**src/rtl/ascii_word_machine_executor_top_defines.svh**
```systemverilog
// ----------------------------------------------------------------------------
// Assertion macros for the ASCII word machine executor
// Shared helpers so each check is written on one line.
// ----------------------------------------------------------------------------
`ifndef ASCII_WORD_MACHINE_EXECUTOR_TOP_DEFINES_SVH
`define ASCII_WORD_MACHINE_EXECUTOR_TOP_DEFINES_SVH

// same-cycle implication, disabled while reset is held
`define AWM_ASSERT_NOW(lbl, ante, cons, msg) \
  lbl: assert property (@(posedge clk) disable iff (!rst_n) (ante) |-> (cons)) \
    else $error(msg);

// next-cycle implication, disabled while reset is held
`define AWM_ASSERT_NXT(lbl, ante, cons, msg) \
  lbl: assert property (@(posedge clk) disable iff (!rst_n) (ante) |=> (cons)) \
    else $error(msg);

`endif

```
**src/rtl/awm_pkg.sv**
```systemverilog
// ----------------------------------------------------------------------------
// awm_pkg
// Types and constants of the ASCII word machine executor.
// ----------------------------------------------------------------------------
package awm_pkg;

  localparam int PC_W = 7;

  // request kinds on the input tuser field
  typedef enum logic [1:0] {
    REQ_JOB  = 2'd0,
    REQ_LOAD = 2'd1,
    REQ_STEP = 2'd2,
    REQ_DATA = 2'd3
  } req_t;

  // result status codes on the output tuser field
  typedef enum logic [2:0] {
    ST_OK      = 3'd0,
    ST_OUTWORD = 3'd1,
    ST_AWAIT   = 3'd2,
    ST_HALT    = 3'd3,
    ST_END     = 3'd4,
    ST_REJECT  = 3'd5,
    ST_BADOP   = 3'd6
  } status_t;

  // characters used by the decoder
  localparam logic [7:0] CH_NUL   = 8'h00;
  localparam logic [7:0] CH_SPACE = 8'h20;
  localparam logic [7:0] CH_PLUS  = 8'h2B;
  localparam logic [7:0] CH_MINUS = 8'h2D;
  localparam logic [7:0] CH_ZERO  = 8'h30;
  localparam logic [7:0] CH_NINE  = 8'h39;
  localparam logic [7:0] CH_A     = 8'h41;
  localparam logic [7:0] CH_B     = 8'h42;
  localparam logic [7:0] CH_C     = 8'h43;
  localparam logic [7:0] CH_D     = 8'h44;
  localparam logic [7:0] CH_G     = 8'h47;
  localparam logic [7:0] CH_H     = 8'h48;
  localparam logic [7:0] CH_L     = 8'h4C;
  localparam logic [7:0] CH_P     = 8'h50;
  localparam logic [7:0] CH_R     = 8'h52;
  localparam logic [7:0] CH_S     = 8'h53;
  localparam logic [7:0] CH_T     = 8'h54;

  // reciprocal of ten, scaled by 2^19, exact for values below 43690
  localparam logic [15:0] RECIP10   = 16'd52429;
  localparam int          RECIP_SH  = 19;

endpackage

```
**src/rtl/ascii_word_machine_executor_top.sv**
```systemverilog
// ----------------------------------------------------------------------------
// ascii_word_machine_executor_top
// Small teaching machine: word memory, one register, a toggle and a
// sequencer that runs one instruction per step beat.
// ----------------------------------------------------------------------------
//  channel  dir  handshake        payload
//  in_      in   tvalid/tready    tuser=req_type, tdata=word, tlast=data_last
//  out_     out  tvalid/tready    tuser=status, tdata=word/mask/pc, tlast=last
//
//  Load, data and job reset beats go from S_IDLE to S_OUT for the handshake.
//  A step runs S_FETCH and S_DEC; LR, CR and AD add an operand read; AD then
//  parses, splits digits and packs, with separate multipliers. PD sends one
//  block word per output beat. All reads share the single memory read port.
//  rst_n is synchronous; job reset clears memory through per-word valid bits.
//  in_tready is low while an item is in work or a beat waits on out_tready.
// ----------------------------------------------------------------------------
module ascii_word_machine_executor_top #(
  parameter int MEM_WORDS   = 100,
  parameter int BLOCK_WORDS = 10
) (
  input  logic        clk,
  input  logic        rst_n,
  input  logic        in_tvalid,
  output logic        in_tready,
  input  logic [31:0] in_tdata,   // [31:0] word
  input  logic [1:0]  in_tuser,   // [1:0] req_type
  input  logic        in_tlast,   // data_last
  output logic        out_tvalid,
  input  logic        out_tready,
  output logic [47:0] out_tdata,  // [31:0] out_word, [35:32] byte_valid, [42:36] pc
  output logic [2:0]  out_tuser,  // [2:0] status
  output logic        out_tlast   // last
);
  import awm_pkg::*;

  `include "ascii_word_machine_executor_top_defines.svh"

  localparam int         AW    = $clog2(MEM_WORDS);
  localparam logic [7:0] MEM8  = 8'(MEM_WORDS);
  localparam logic [7:0] BLK8  = 8'(BLOCK_WORDS);
  localparam logic [3:0] BLK4  = 4'(BLOCK_WORDS);

  typedef enum logic [3:0] {
    S_IDLE, S_FETCH, S_DEC, S_OPRD, S_PARSE, S_PEND, S_FMT, S_PACK,
    S_PDRD, S_PDOUT, S_OUT
  } state_t;

  typedef enum logic [1:0] {P_LEAD, P_DIG, P_STOP} phase_t;

  state_t state_r;

  // architectural state
  logic [31:0]     gr_r;
  logic            tog_r, open_r, await_r;
  logic [PC_W-1:0] pc_r, lp_r, dp_r;
  logic [3:0]      dcnt_r;

  // word memory with per-word valid bits
  logic [31:0]          mem [MEM_WORDS];
  logic [MEM_WORDS-1:0] vld_r;
  logic [31:0]          rdata_r;
  logic                 rvld_r;
  logic [31:0]          rd_q;
  logic                 we;
  logic [AW-1:0]        wa, ra;
  logic [31:0]          wd;

  // instruction and PD sequencing
  logic [31:0]     ir_r;
  logic [PC_W-1:0] blk_r;
  logic [3:0]      k_r;
  logic [PC_W-1:0] pda;

  // parse unit
  logic [31:0] psh_r, opb_r;
  logic [1:0]  pcnt_r;
  phase_t      ph_r;
  logic        pi_r, neg_r, nd_r;
  logic [13:0] acc_r;
  logic signed [15:0] a_r;

  // format unit
  logic [14:0] fm_r;
  logic        fneg_r;
  logic [2:0]  nr_r;
  logic [3:0]  rev_r [5];

  // output beat
  status_t     ost_r;
  logic        opd_r, olast_r;
  logic [31:0] oword_r;
  logic [3:0]  omask_r;

  // input accept
  logic  in_acc;
  req_t  req;
  assign in_tready = (state_r == S_IDLE);
  assign in_acc    = in_tvalid && in_tready;
  assign req       = req_t'(in_tuser);

  // instruction decode
  logic [7:0]      c0, c1, b2, b3;
  logic            d2ok, d3ok, blk_bad, addr_bad, is_gp, is_lscba;
  logic [PC_W-1:0] blk, addr;
  always_comb begin
    c0 = ir_r[31:24];
    c1 = ir_r[23:16];
    b2 = ir_r[15:8];
    b3 = ir_r[7:0];
    d2ok = (b2 >= CH_ZERO) && (b2 <= CH_NINE);
    d3ok = (b3 >= CH_ZERO) && (b3 <= CH_NINE);
    blk  = 7'({3'b000, b2[3:0]} * 7'd10);
    addr = blk + {3'b000, b3[3:0]};
    blk_bad  = !d2ok || (({1'b0, blk} + BLK8) > MEM8);
    addr_bad = !d2ok || !d3ok || ({1'b0, addr} >= MEM8);
    is_gp    = ((c0 == CH_G) || (c0 == CH_P)) && (c1 == CH_D);
    is_lscba = ((c0 == CH_L || c0 == CH_S || c0 == CH_C) && c1 == CH_R) ||
               (c0 == CH_B && c1 == CH_T) || (c0 == CH_A && c1 == CH_D);
  end

  // load word with bytes after the first H forced to zero
  logic [31:0] cutw;
  always_comb begin
    cutw = in_tdata;
    if (in_tdata[31:24] == CH_H) begin
      cutw[23:0] = '0;
    end else if (in_tdata[23:16] == CH_H) begin
      cutw[15:0] = '0;
    end else if (in_tdata[15:8] == CH_H) begin
      cutw[7:0] = '0;
    end
  end

  // memory write and read address selection
  always_comb begin
    pda = blk_r + {3'b000, k_r};
    we = 1'b0;
    wa = lp_r[AW-1:0];
    wd = cutw;
    ra = pc_r[AW-1:0];
    if (in_acc && req == REQ_LOAD && {1'b0, lp_r} < MEM8) begin
      we = 1'b1;
    end else if (in_acc && req == REQ_DATA && await_r && {1'b0, dp_r} < MEM8) begin
      we = 1'b1;
      wa = dp_r[AW-1:0];
      wd = in_tdata;
    end else if (state_r == S_DEC && !is_gp && c0 == CH_S && is_lscba && !addr_bad) begin
      we = 1'b1;
      wa = addr[AW-1:0];
      wd = gr_r;
    end
    if (state_r == S_DEC) begin
      ra = addr[AW-1:0];
    end else if (state_r == S_PDRD) begin
      ra = pda[AW-1:0];
    end
  end

  // word memory
  always_ff @(posedge clk) begin
    if (we) begin
      mem[wa] <= wd;
    end
    rdata_r <= mem[ra];
  end

  // valid bits stand in for the clear on reset and job reset
  always_ff @(posedge clk) begin
    if (!rst_n || (in_acc && req == REQ_JOB)) begin
      vld_r  <= '0;
      rvld_r <= 1'b0;
    end else begin
      if (we) begin
        vld_r[wa] <= 1'b1;
      end
      rvld_r <= vld_r[ra];
    end
  end
  assign rd_q = rvld_r ? rdata_r : 32'd0;

  // parse step: one character per cycle
  logic [7:0]  pch;
  logic        p_sp, p_dig;
  logic [13:0] acc_mul;
  always_comb begin
    pch   = psh_r[31:24];
    p_sp  = (pch == CH_SPACE) || (pch >= 8'h09 && pch <= 8'h0D);
    p_dig = (pch >= CH_ZERO) && (pch <= CH_NINE);
    acc_mul = 14'(acc_r * 14'd10) + {10'd0, pch[3:0]};
  end

  // parsed value and sum
  logic signed [15:0] pval, psum;
  always_comb begin
    pval = neg_r ? -$signed({2'b00, acc_r}) : $signed({2'b00, acc_r});
    psum = a_r + pval;
  end

  // digit split: quotient by reciprocal, remainder by multiply-back
  logic [30:0] fprod;
  logic [14:0] fq;
  logic [3:0]  fdig;
  always_comb begin
    fprod = fm_r * RECIP10;
    fq    = {3'b000, fprod[30:RECIP_SH]};
    fdig  = 4'(fm_r - 15'(fq * 15'd10));
  end

  // text assembly: sign, digits most significant first, space padding
  logic [31:0] ftext;
  logic [2:0]  fj;
  always_comb begin
    ftext = '0;
    fj    = '0;
    for (int i = 0; i < 4; i++) begin
      fj = 3'(i) - {2'b00, fneg_r};
      if (fneg_r && i == 0) begin
        ftext[31-8*i -: 8] = CH_MINUS;
      end else if (fj < nr_r) begin
        ftext[31-8*i -: 8] = CH_ZERO | {4'h0, rev_r[3'(nr_r - 3'd1 - fj)]};
      end else begin
        ftext[31-8*i -: 8] = CH_SPACE;
      end
    end
  end

  // byte mask of the PD word
  logic [3:0] pmask;
  always_comb begin
    for (int i = 0; i < 4; i++) begin
      pmask[3-i] = (rd_q[31-8*i -: 8] != CH_NUL);
    end
  end

  // sequencer
  always_ff @(posedge clk) begin
    if (!rst_n) begin
      state_r <= S_IDLE;
      gr_r    <= '0;
      tog_r   <= 1'b1;
      open_r  <= 1'b0;
      await_r <= 1'b0;
      pc_r    <= '0;
      lp_r    <= '0;
      dp_r    <= '0;
      dcnt_r  <= '0;
      opd_r   <= 1'b0;
      ost_r   <= ST_OK;
    end else begin
      unique case (state_r)
        S_IDLE: begin
          if (in_acc) begin
            opd_r   <= 1'b0;
            ost_r   <= ST_OK;
            state_r <= S_OUT;
            unique case (req)
              REQ_JOB: begin
                gr_r    <= '0;
                tog_r   <= 1'b1;
                open_r  <= 1'b1;
                await_r <= 1'b0;
                pc_r    <= '0;
                lp_r    <= '0;
                dp_r    <= '0;
                dcnt_r  <= '0;
              end
              REQ_LOAD: begin
                if ({1'b0, lp_r} < MEM8) begin
                  lp_r <= lp_r + 7'd1;
                end else begin
                  ost_r <= ST_REJECT;
                end
              end
              REQ_DATA: begin
                if (await_r && {1'b0, dp_r} < MEM8) begin
                  dp_r   <= dp_r + 7'd1;
                  dcnt_r <= dcnt_r + 4'd1;
                  if (in_tlast || (dcnt_r + 4'd1) == BLK4) begin
                    await_r <= 1'b0;
                  end
                end else begin
                  await_r <= 1'b0;
                  ost_r   <= ST_REJECT;
                end
              end
              REQ_STEP: begin
                if (!open_r || await_r) begin
                  ost_r <= ST_REJECT;
                end else if ({1'b0, pc_r} >= MEM8 - 8'd1) begin
                  open_r <= 1'b0;
                  ost_r  <= ST_END;
                end else begin
                  state_r <= S_FETCH;
                end
              end
              default: state_r <= S_OUT;
            endcase
          end
        end
        S_FETCH: begin
          if (rd_q[31:24] == CH_NUL) begin
            open_r  <= 1'b0;
            ost_r   <= ST_END;
            state_r <= S_OUT;
          end else begin
            ir_r    <= rd_q;
            pc_r    <= pc_r + 7'd1;
            state_r <= S_DEC;
          end
        end
        S_DEC: begin
          state_r <= S_OUT;
          if (is_gp) begin
            if (blk_bad) begin
              ost_r <= ST_BADOP;
            end else if (c0 == CH_G) begin
              await_r <= 1'b1;
              dp_r    <= blk;
              dcnt_r  <= '0;
              ost_r   <= ST_AWAIT;
            end else begin
              blk_r   <= blk;
              k_r     <= '0;
              state_r <= S_PDRD;
            end
          end else if (c0 == CH_H) begin
            open_r <= 1'b0;
            ost_r  <= ST_HALT;
          end else if (is_lscba) begin
            if (addr_bad) begin
              ost_r <= ST_BADOP;
            end else if (c0 == CH_B) begin
              if (tog_r) begin
                pc_r <= addr;
              end
            end else if (c0 != CH_S) begin
              state_r <= S_OPRD;
            end
          end
        end
        S_OPRD: begin
          state_r <= S_OUT;
          if (c0 == CH_L) begin
            gr_r <= rd_q;
          end else if (c0 == CH_C) begin
            tog_r <= (rd_q == gr_r);
          end else begin
            opb_r   <= rd_q;
            psh_r   <= gr_r;
            pi_r    <= 1'b0;
            pcnt_r  <= '0;
            ph_r    <= P_LEAD;
            neg_r   <= 1'b0;
            nd_r    <= 1'b0;
            acc_r   <= '0;
            state_r <= S_PARSE;
          end
        end
        S_PARSE: begin
          unique case (ph_r)
            P_LEAD: begin
              if (p_sp) begin
                ph_r <= P_LEAD;
              end else if (pch == CH_PLUS || pch == CH_MINUS) begin
                neg_r <= (pch == CH_MINUS);
                ph_r  <= P_DIG;
              end else if (p_dig) begin
                acc_r <= acc_mul;
                nd_r  <= 1'b1;
                ph_r  <= P_DIG;
              end else begin
                ph_r <= P_STOP;
              end
            end
            P_DIG: begin
              if (p_dig) begin
                acc_r <= acc_mul;
                nd_r  <= 1'b1;
              end else begin
                ph_r <= P_STOP;
              end
            end
            default: ph_r <= P_STOP;
          endcase
          psh_r  <= {psh_r[23:0], 8'h00};
          pcnt_r <= pcnt_r + 2'd1;
          if (pcnt_r == 2'd3) begin
            state_r <= S_PEND;
          end
        end
        S_PEND: begin
          if (!nd_r) begin
            ost_r   <= ST_BADOP;
            state_r <= S_OUT;
          end else if (!pi_r) begin
            a_r     <= pval;
            psh_r   <= opb_r;
            pi_r    <= 1'b1;
            pcnt_r  <= '0;
            ph_r    <= P_LEAD;
            neg_r   <= 1'b0;
            nd_r    <= 1'b0;
            acc_r   <= '0;
            state_r <= S_PARSE;
          end else begin
            fneg_r  <= psum[15];
            fm_r    <= psum[15] ? 15'(-psum) : psum[14:0];
            nr_r    <= '0;
            state_r <= S_FMT;
          end
        end
        S_FMT: begin
          rev_r[nr_r] <= fdig;
          nr_r        <= nr_r + 3'd1;
          fm_r        <= fq;
          if (fq == '0) begin
            state_r <= S_PACK;
          end
        end
        S_PACK: begin
          gr_r    <= ftext;
          state_r <= S_OUT;
        end
        S_PDRD: begin
          state_r <= S_PDOUT;
        end
        S_PDOUT: begin
          opd_r   <= 1'b1;
          ost_r   <= ST_OUTWORD;
          oword_r <= rd_q;
          omask_r <= pmask;
          olast_r <= (k_r == BLK4 - 4'd1);
          state_r <= S_OUT;
        end
        S_OUT: begin
          if (out_tready) begin
            if (opd_r && !olast_r) begin
              k_r     <= k_r + 4'd1;
              state_r <= S_PDRD;
            end else begin
              state_r <= S_IDLE;
            end
          end
        end
        default: state_r <= S_IDLE;
      endcase
    end
  end

  // result beat
  assign out_tvalid = (state_r == S_OUT);
  assign out_tuser  = ost_r;
  assign out_tlast  = opd_r ? olast_r : 1'b1;
  assign out_tdata  = {5'd0, pc_r, (opd_r ? omask_r : 4'd0), (opd_r ? oword_r : 32'd0)};

  // checks
  `AWM_ASSERT_NOW(a_one_side, out_tvalid, !in_tready, "input taken while a beat is pending")
  `AWM_ASSERT_NOW(a_await_open, await_r, open_r, "data awaited with no open job")
  `AWM_ASSERT_NXT(a_job_reset, in_acc && req == REQ_JOB, open_r && tog_r && pc_r == '0, "job reset did not restart")

endmodule

```
**config.mk**
```make
export PLATFORM = sky130hd
export DESIGN_NAME = ascii_word_machine_executor_top
export DESIGN_NICKNAME = d
export VERILOG_FILES = /design/src/rtl/awm_pkg.sv /design/src/rtl/ascii_word_machine_executor_top.sv
export VERILOG_INCLUDE_DIRS = /design/src /design/src/rtl
export SDC_FILE = /design/constraint.sdc
export NUM_CORES = 2
export LEC_CHECK = 0
export ABC_AREA = 1
export BUFFER_PORTS_ARGS = -buffer_cell sky130_fd_sc_hd__clkbuf_2
export CORE_MARGIN = 4
export CORE_UTILIZATION = 51
export CTS_CLUSTER_SIZE = 24
export DETAILED_ROUTE_END_ITERATION = 8
export GPL_ROUTABILITY_DRIVEN = 0
export PLACE_DENSITY = 0.69
export SLEW_MARGIN = 20
export SYNTH_ARGS = -nofsm -noshare
export SYNTH_HDL_FRONTEND = slang
export SYNTH_SLANG_ARGS = --single-unit
```
**constraint.sdc**
```tcl
create_clock -name clk -period 9.4 [get_ports clk]
set_input_delay 2.82 -clock clk [delete_from_list [all_inputs] [get_ports clk]]
set_output_delay 2.82 -clock clk [all_outputs]
set_load 0.01 [all_outputs]
```
# Yosys cells after proc, flatten, opt, wreduce, memory -nomap -nowiden
# Memories as Yosys holds them, arrays and structs flattened. A register that Yosys moved wholly into a read port is not among the register bits.
# Cells that the tools add are included.
[word_totals]
ff_bits = 368
latchBits = 0
mem_bits_rw = 3220
mem_bits_ro = 0
output_inout_bits = 54
elab_cells = 435
memories = 2
[classes]
add_sub_neg = 24
multipliers = 4
div_mod_pow = 0
order_cmp = 20
eq_ne = 80
shifts = 0
n_mux = 180
n_bitwise = 7
n_reduce_logical = 87
[memory_table]
columns = ["name", "depth", "word_bits", "read_ports", "rd_clocked_by_memory_dff", "write_ports", "line", "rtl"]
rows = [
  ["mem", 100, 32, 1, 1, 1, "ascii_word_machine_executor_top.sv:59", "logic [31:0] mem [MEM_WORDS];"],
  ["rev_r", 5, 4, 4, 0, 1, "ascii_word_machine_executor_top.sv:86", "logic [3:0] rev_r [5];"],
]
[ops]
columns = ["operator", "n"]
rows = [
  ["32-bit 2-to-1 mux", 12],
  ["32-bit case mux with 3 select lines", 2],
  ["7-bit 2-to-1 mux", 20],
  ["4-bit 2-to-1 mux", 29],
  ["8-bit by 7-bit == test with 1-bit output (second input constant)", 14],
  ["100-bit bitwise OR", 1],
  ["14-bit 2-to-1 mux", 7],
  ["2-bit != test (second input constant)", 23],
  ["15-bit 2-to-1 mux", 3],
  ["3-bit 2-to-1 mux", 15],
  ["14-bit case mux with 3 select lines", 1],
  ["7-bit case mux with 2 select lines", 3],
  ["7-bit AND reduction", 6],
  ["1-bit 2-to-1 mux", 41],
  ["8-bit 2-to-1 mux", 5],
  ["4-bit case mux with 10 select lines", 1],
  ["32-bit == test", 1],
  ["16-bit 2-to-1 mux", 2],
  ["8-bit nonzero test", 4],
  ["15-bit by 16-bit multiplier with 31-bit output (second input constant)", 1],
  ["15-bit case mux with 2 select lines", 1],
  ["14-bit case mux with 2 select lines", 1],
  ["4-bit AND reduction", 7],
  ["8-bit by 6-bit == test with 1-bit output (second input constant)", 3],
  ["73 further kinds", 199],
]

# Depth between registers and ports, before layout
[depth]
word_depth = 16
mapped_depth = 31

# Worst setup path after synthesis
# No wires, ideal clock.
[synth_timing]
kind = "in2reg"
from = "input port rst_n"
to = "register acc_r[0] (enable)"
arrival_time_ns = 7.454
required_time_ns = 9.015
path_slack_ns = 1.561
stages = 4
path_buffers = 0
path_cell_list = "inv_2 nor4_1 inv_1 nor2_1"
[synth_between]
elab_chain_len = 1
[synth_rtl]
columns = ["element", "line", "rtl"]
rows = [
  ["start: declaration", "ascii_word_machine_executor_top.sv:22", "input logic rst_n,"],
  ["9-bit AND reduction (no line)", "-", ""],
  ["end signal: assignment", "ascii_word_machine_executor_top.sv:368", "acc_r <= acc_mul;"],
  ["end signal: assignment", "ascii_word_machine_executor_top.sv:377", "acc_r <= acc_mul;"],
  ["end: declaration", "ascii_word_machine_executor_top.sv:79", "logic [13:0] acc_r;"],
]
# No other way between the ends.
# A chain may end at the register's enable or synchronous reset.

# Worst setup path after layout
[layout_timing]
from = "input port in_tuser[0]"
to = "memory mem[93][18] (enable)"
[layout_between]
elab_chain_len = 8
word_cells_on_any_way = 13
[layout_rtl]
columns = ["element", "line", "rtl"]
rows = [
  ["start: declaration", "ascii_word_machine_executor_top.sv:26", "input logic [1:0] in_tuser,"],
  ["2-bit == test", "ascii_word_machine_executor_top.sv:143", "end else if (in_acc && req == REQ_DATA && await_r && {1'b0, dp_r} < MEM8) begin"],
  ["1-bit logical AND (3 in a row)", "ascii_word_machine_executor_top.sv:143", ""],
  ["1-bit 2-to-1 mux", "ascii_word_machine_executor_top.sv:143", ""],
  ["1-bit 2-to-1 mux", "ascii_word_machine_executor_top.sv:141", "if (in_acc && req == REQ_LOAD && {1'b0, lp_r} < MEM8) begin"],
  ["1-bit 2-to-1 mux", "ascii_word_machine_executor_top.sv:161", "if (we) begin"],
  ["1-bit 2-to-1 mux (implied by the code)", "ascii_word_machine_executor_top.sv:162", "mem[wa] <= wd;"],
  ["end: declaration", "ascii_word_machine_executor_top.sv:59", ""],
]
# Several ways; a longest one is shown, not always the timed one.

==> results by group <==
Logic synthesis
  • Flop and latch count out of synthesis: 3620
  • YS warnings: 0
  • Share of the synthesized area in the top cell type: around 65%
  • Syn avg cell area: 11.11 µm²
  • Async set-or-reset flop fraction in the synthesized netlist: 0%
  • Cell taking the most area after synthesis: edfxtp_1
  • Count of cell types in the netlist: about 60
  • Sequential share of the synthesized area: between 60% and 70%
  • Top_reg_cell synth: edfxtp_1
  • Syn Inst Count: roughly 14000
  • EDFF count, synth: between 3000 and 4000
  • Post-Syn Area: 0.1586 mm²
  • Synth top area cells: edfxtp_1, nand2_1, o211ai_1

Clocking
  • TritonCTS clock tree: built
  • Clock buffer depth: 4
  • Worst-path clk slew: 0.06 ns
  • Root cell of the clock tree: clkbuf_16
  • Hold Buf Count CTS: 0
  • Clk_lat worst skew: 0.96 ns
  • H-tree levels: 5
  • Post-CTS Setup Inserts: 0
  • CTS Buf Count: 369
  • CTS Sinks: 3620
  • Cts repair resizes: 0

Timing
  • Tcrit/Tclk final: 69.26%
  • Hold violation count in the final report: 0
  • Achievable Freq: 153.6 MHz
  • Setup tns final: 0 ns
  • Final setup violation count: 0
  • Clock period minus worst slack: approximately 6.5 ns
  • Max Slew Vio Count: 0
  • Clock Skew: around 0.087 ns
  • Slew HR: 13.94%
  • RSZ-0062 raised after global routing: false
  • Slew @ Worst Pin: 1.288 ns
  • Slack of the critical path: around 2.9 ns

Global route
  • Antenna violations before repair: 29
  • Vias in the first global route: 99000
  • Overall Global Routing Usage: 27.39%
  • Global-route wire length before repair: approximately 650000 µm
  • Congestion Overflow GR: 0
  • Largest net degree at the start of global routing: 209

Routing
  • Via count: ~110k
  • DR DRC count: 0
  • Antenna Nets Post-Route: 0
  • DR pass1 iterations: 7
  • Vias/cell: 5.762
  • Detail-routed net length per standard cell: 24.02 µm
  • Routed WL: 448500 µm
  • Detailed Route Iter0 Violations: around 16000

Cells and area
  • Area growth, synth to finish: 10.96%
  • Layout Nets: 14520
  • FF/Latch Area: ~0.11 mm²
  • Fin area: ~0.18 mm²
  • Multi-input gate area: roughly 0.042 mm²
  • Filler Cell Count: 24820
  • Layout cells sized above 1: 7.785%

Outcome
  • Outcome: complete, no violations

Placed design
  • Placed Area: 0.1634 mm²
  • Place WS: 2.227 ns
  • Post-DP HPWL: 270500 µm
  • Port bufs: 87

Worst hold path
  • Path type of the worst min-delay path: reg -> reg
  • Hold Path Origin: vld_r[38]

Worst setup path
  • Critical path data required time: 9.96 ns
  • CP Launch Type: primary input
  • R2R Path Start: ir_r[9]
  • Setup Crit Path Kind: in -> reg
  • Arr. time, crit path: 7.07 ns
  • Crit. End Element: register
  • CP startpoint: in_tuser[0]
  • Crit Path Max Fanout: 18

Die
  • Die area: 0.3199 mm²
  • Total core area: 0.3091 mm²
  • I/O pins: 93
  • Die width: 565.6 µm
  • Starting Density: between 50% and 60%
  • Row Count: 204
  • Vert. Die Dim: 565.6 µm

Run
  • Max Cap Violations: 0

Power
  • Lkg Pwr: 65.79 nW
  • Final Power: 57.92 mW
  • Peak supply drop: approximately 0.00044 V
  • Power Dens Cells: 329.2 mW/mm²
## synth_stat cells (all sizes together) (8+ instances only)
| cell | count |
|---|---|
| a211oi | 12 |
| a21oi | 502 |
| a31oi | 14 |
| and3 | 11 |
| buf | 530 |
| clkbuf | 244 |
| clkinv | 13 |
| dfxtp | 201 |
| edfxtp | 3419 |
| fa | 67 |
| ha | 183 |
| inv | 1696 |
| nand2 | 3114 |
| nand3 | 891 |
| nand4 | 45 |
| nor2 | 1206 |
| nor3 | 44 |
| nor4 | 19 |
| o211ai | 1070 |
| o21ai | 650 |
| o21bai | 8 |
| o221ai | 18 |
| o22ai | 25 |
| or2 | 182 |
| xnor2 | 29 |
| xor2 | 45 |
## worst max-delay path, stage by stage
cell	delay (ns)
clkbuf_2	0.13
inv_1	0.08
nor2_1	0.40
nand3_1	0.64
nand3_1	0.35
nand3_1	0.36
nor2_4	1.11
nand2_1	0.17
inv_1	0.57
buf_4	0.39
## power by group
part	switching, mW	total, mW	internal, mW
registers	0.103	18.0	17.9
clock network	6.28	15.0	8.70
logic	18.9	25.0	6.09
total	25.3	57.9	32.7
## stage by stage
step,hold slack [ns],utilization [%],std cells
global route,0.4634,56.91,18660
global placement,0.4361,52.84,17970
detailed placement,0.4398,52.87,17970
finish,0.4480,56.92,18670
CTS,0.4488,56.88,18660
floorplan,0.4268,-,14270
## sequential cells by signal, indices dropped and copies added (netlist names), 14 cells and up
signal   cells
gr_r        32
rdata_r     32
acc_r       14
fm_r        15
a_r         16
rev_r       20
mem       3200
ir_r        32
psh_r       32
opb_r       32
vld_r      100
oword_r     32
## cell usage in the layout, fill, tap and decap left out, types with 25 or more instances in the layout
cell       Yosys  layout
a21oi_1      501     500
dfxtp_1      201     201
clkbuf_16      0     380
clkinv_2       1      68
bufinv_16      0      42
xor2_1        45      45
nand3_1      889     885
o21ai_1      101     100
fa_1          67      67
nor3_1        44      43
xnor2_1       29      29
clkbuf_2       2      87
nand2_1     3106    3106
nor2_1      1178    1164
o22ai_1       25      25
inv_1       1680    1668
edfxtp_1    3419    3419
o21ai_0      549     544
o211ai_1    1070    1070
or2_1         47      47
clkinv_1      12      93
or2_2        128     128
ha_1         183     183
buf_4         45     228
clkbuf_1     242      75
buf_12         0      34
nand4_1       45      45
nor2_4        16      27
## layout make-up
type                            count  area share [%]
Tap cell                         4120           2.930
Antenna cell                       13         0.01849
Clock inverter                    217           1.382
Multi-Input combinational cell   8171           24.00
Clock buffer                      467           5.658
Inverter                         1709           3.658
Sequential cell                  3620           60.64
Timing Repair Buffer              356           1.717
## metal layers
layer | track usage [%] | part of all wire, % | up-vias
li1 | - | - | 49110
met1 | 39.07 | 40 | 51730
met2 | 40.42 | 44 | 5932
met3 | 7.786 | 13 | 818
met4 | 9.565 | 3.9 | 16
met5 | 0 | 0.025 | -
## worst paths after layout
path,to,cells after the start,slack [ns]
setup / recovery,mem[93][18],10,2.89
hold / removal,vld_r[38],2,0.45
setup reg to reg,mem[93][18],16,3.03
hold reg to reg,vld_r[38],2,0.45
## kinds of logic (layout without fill, tap and decap cells)
kind of cell,after synthesis,count (layout),share of synthesized area [%]
compound gates,2314,2314,9.134
xor+xnor,74,74,0.4087
fa+ha+maj,250,250,2.290
buf+inv,2483,2749,6.463
flops,3620,3620,67.29
mux,6,6,0.03945
other cells,1,18,0.002365
simple gates,5522,5522,14.38
No activity file was read; power rests on OpenSTA's default activity.
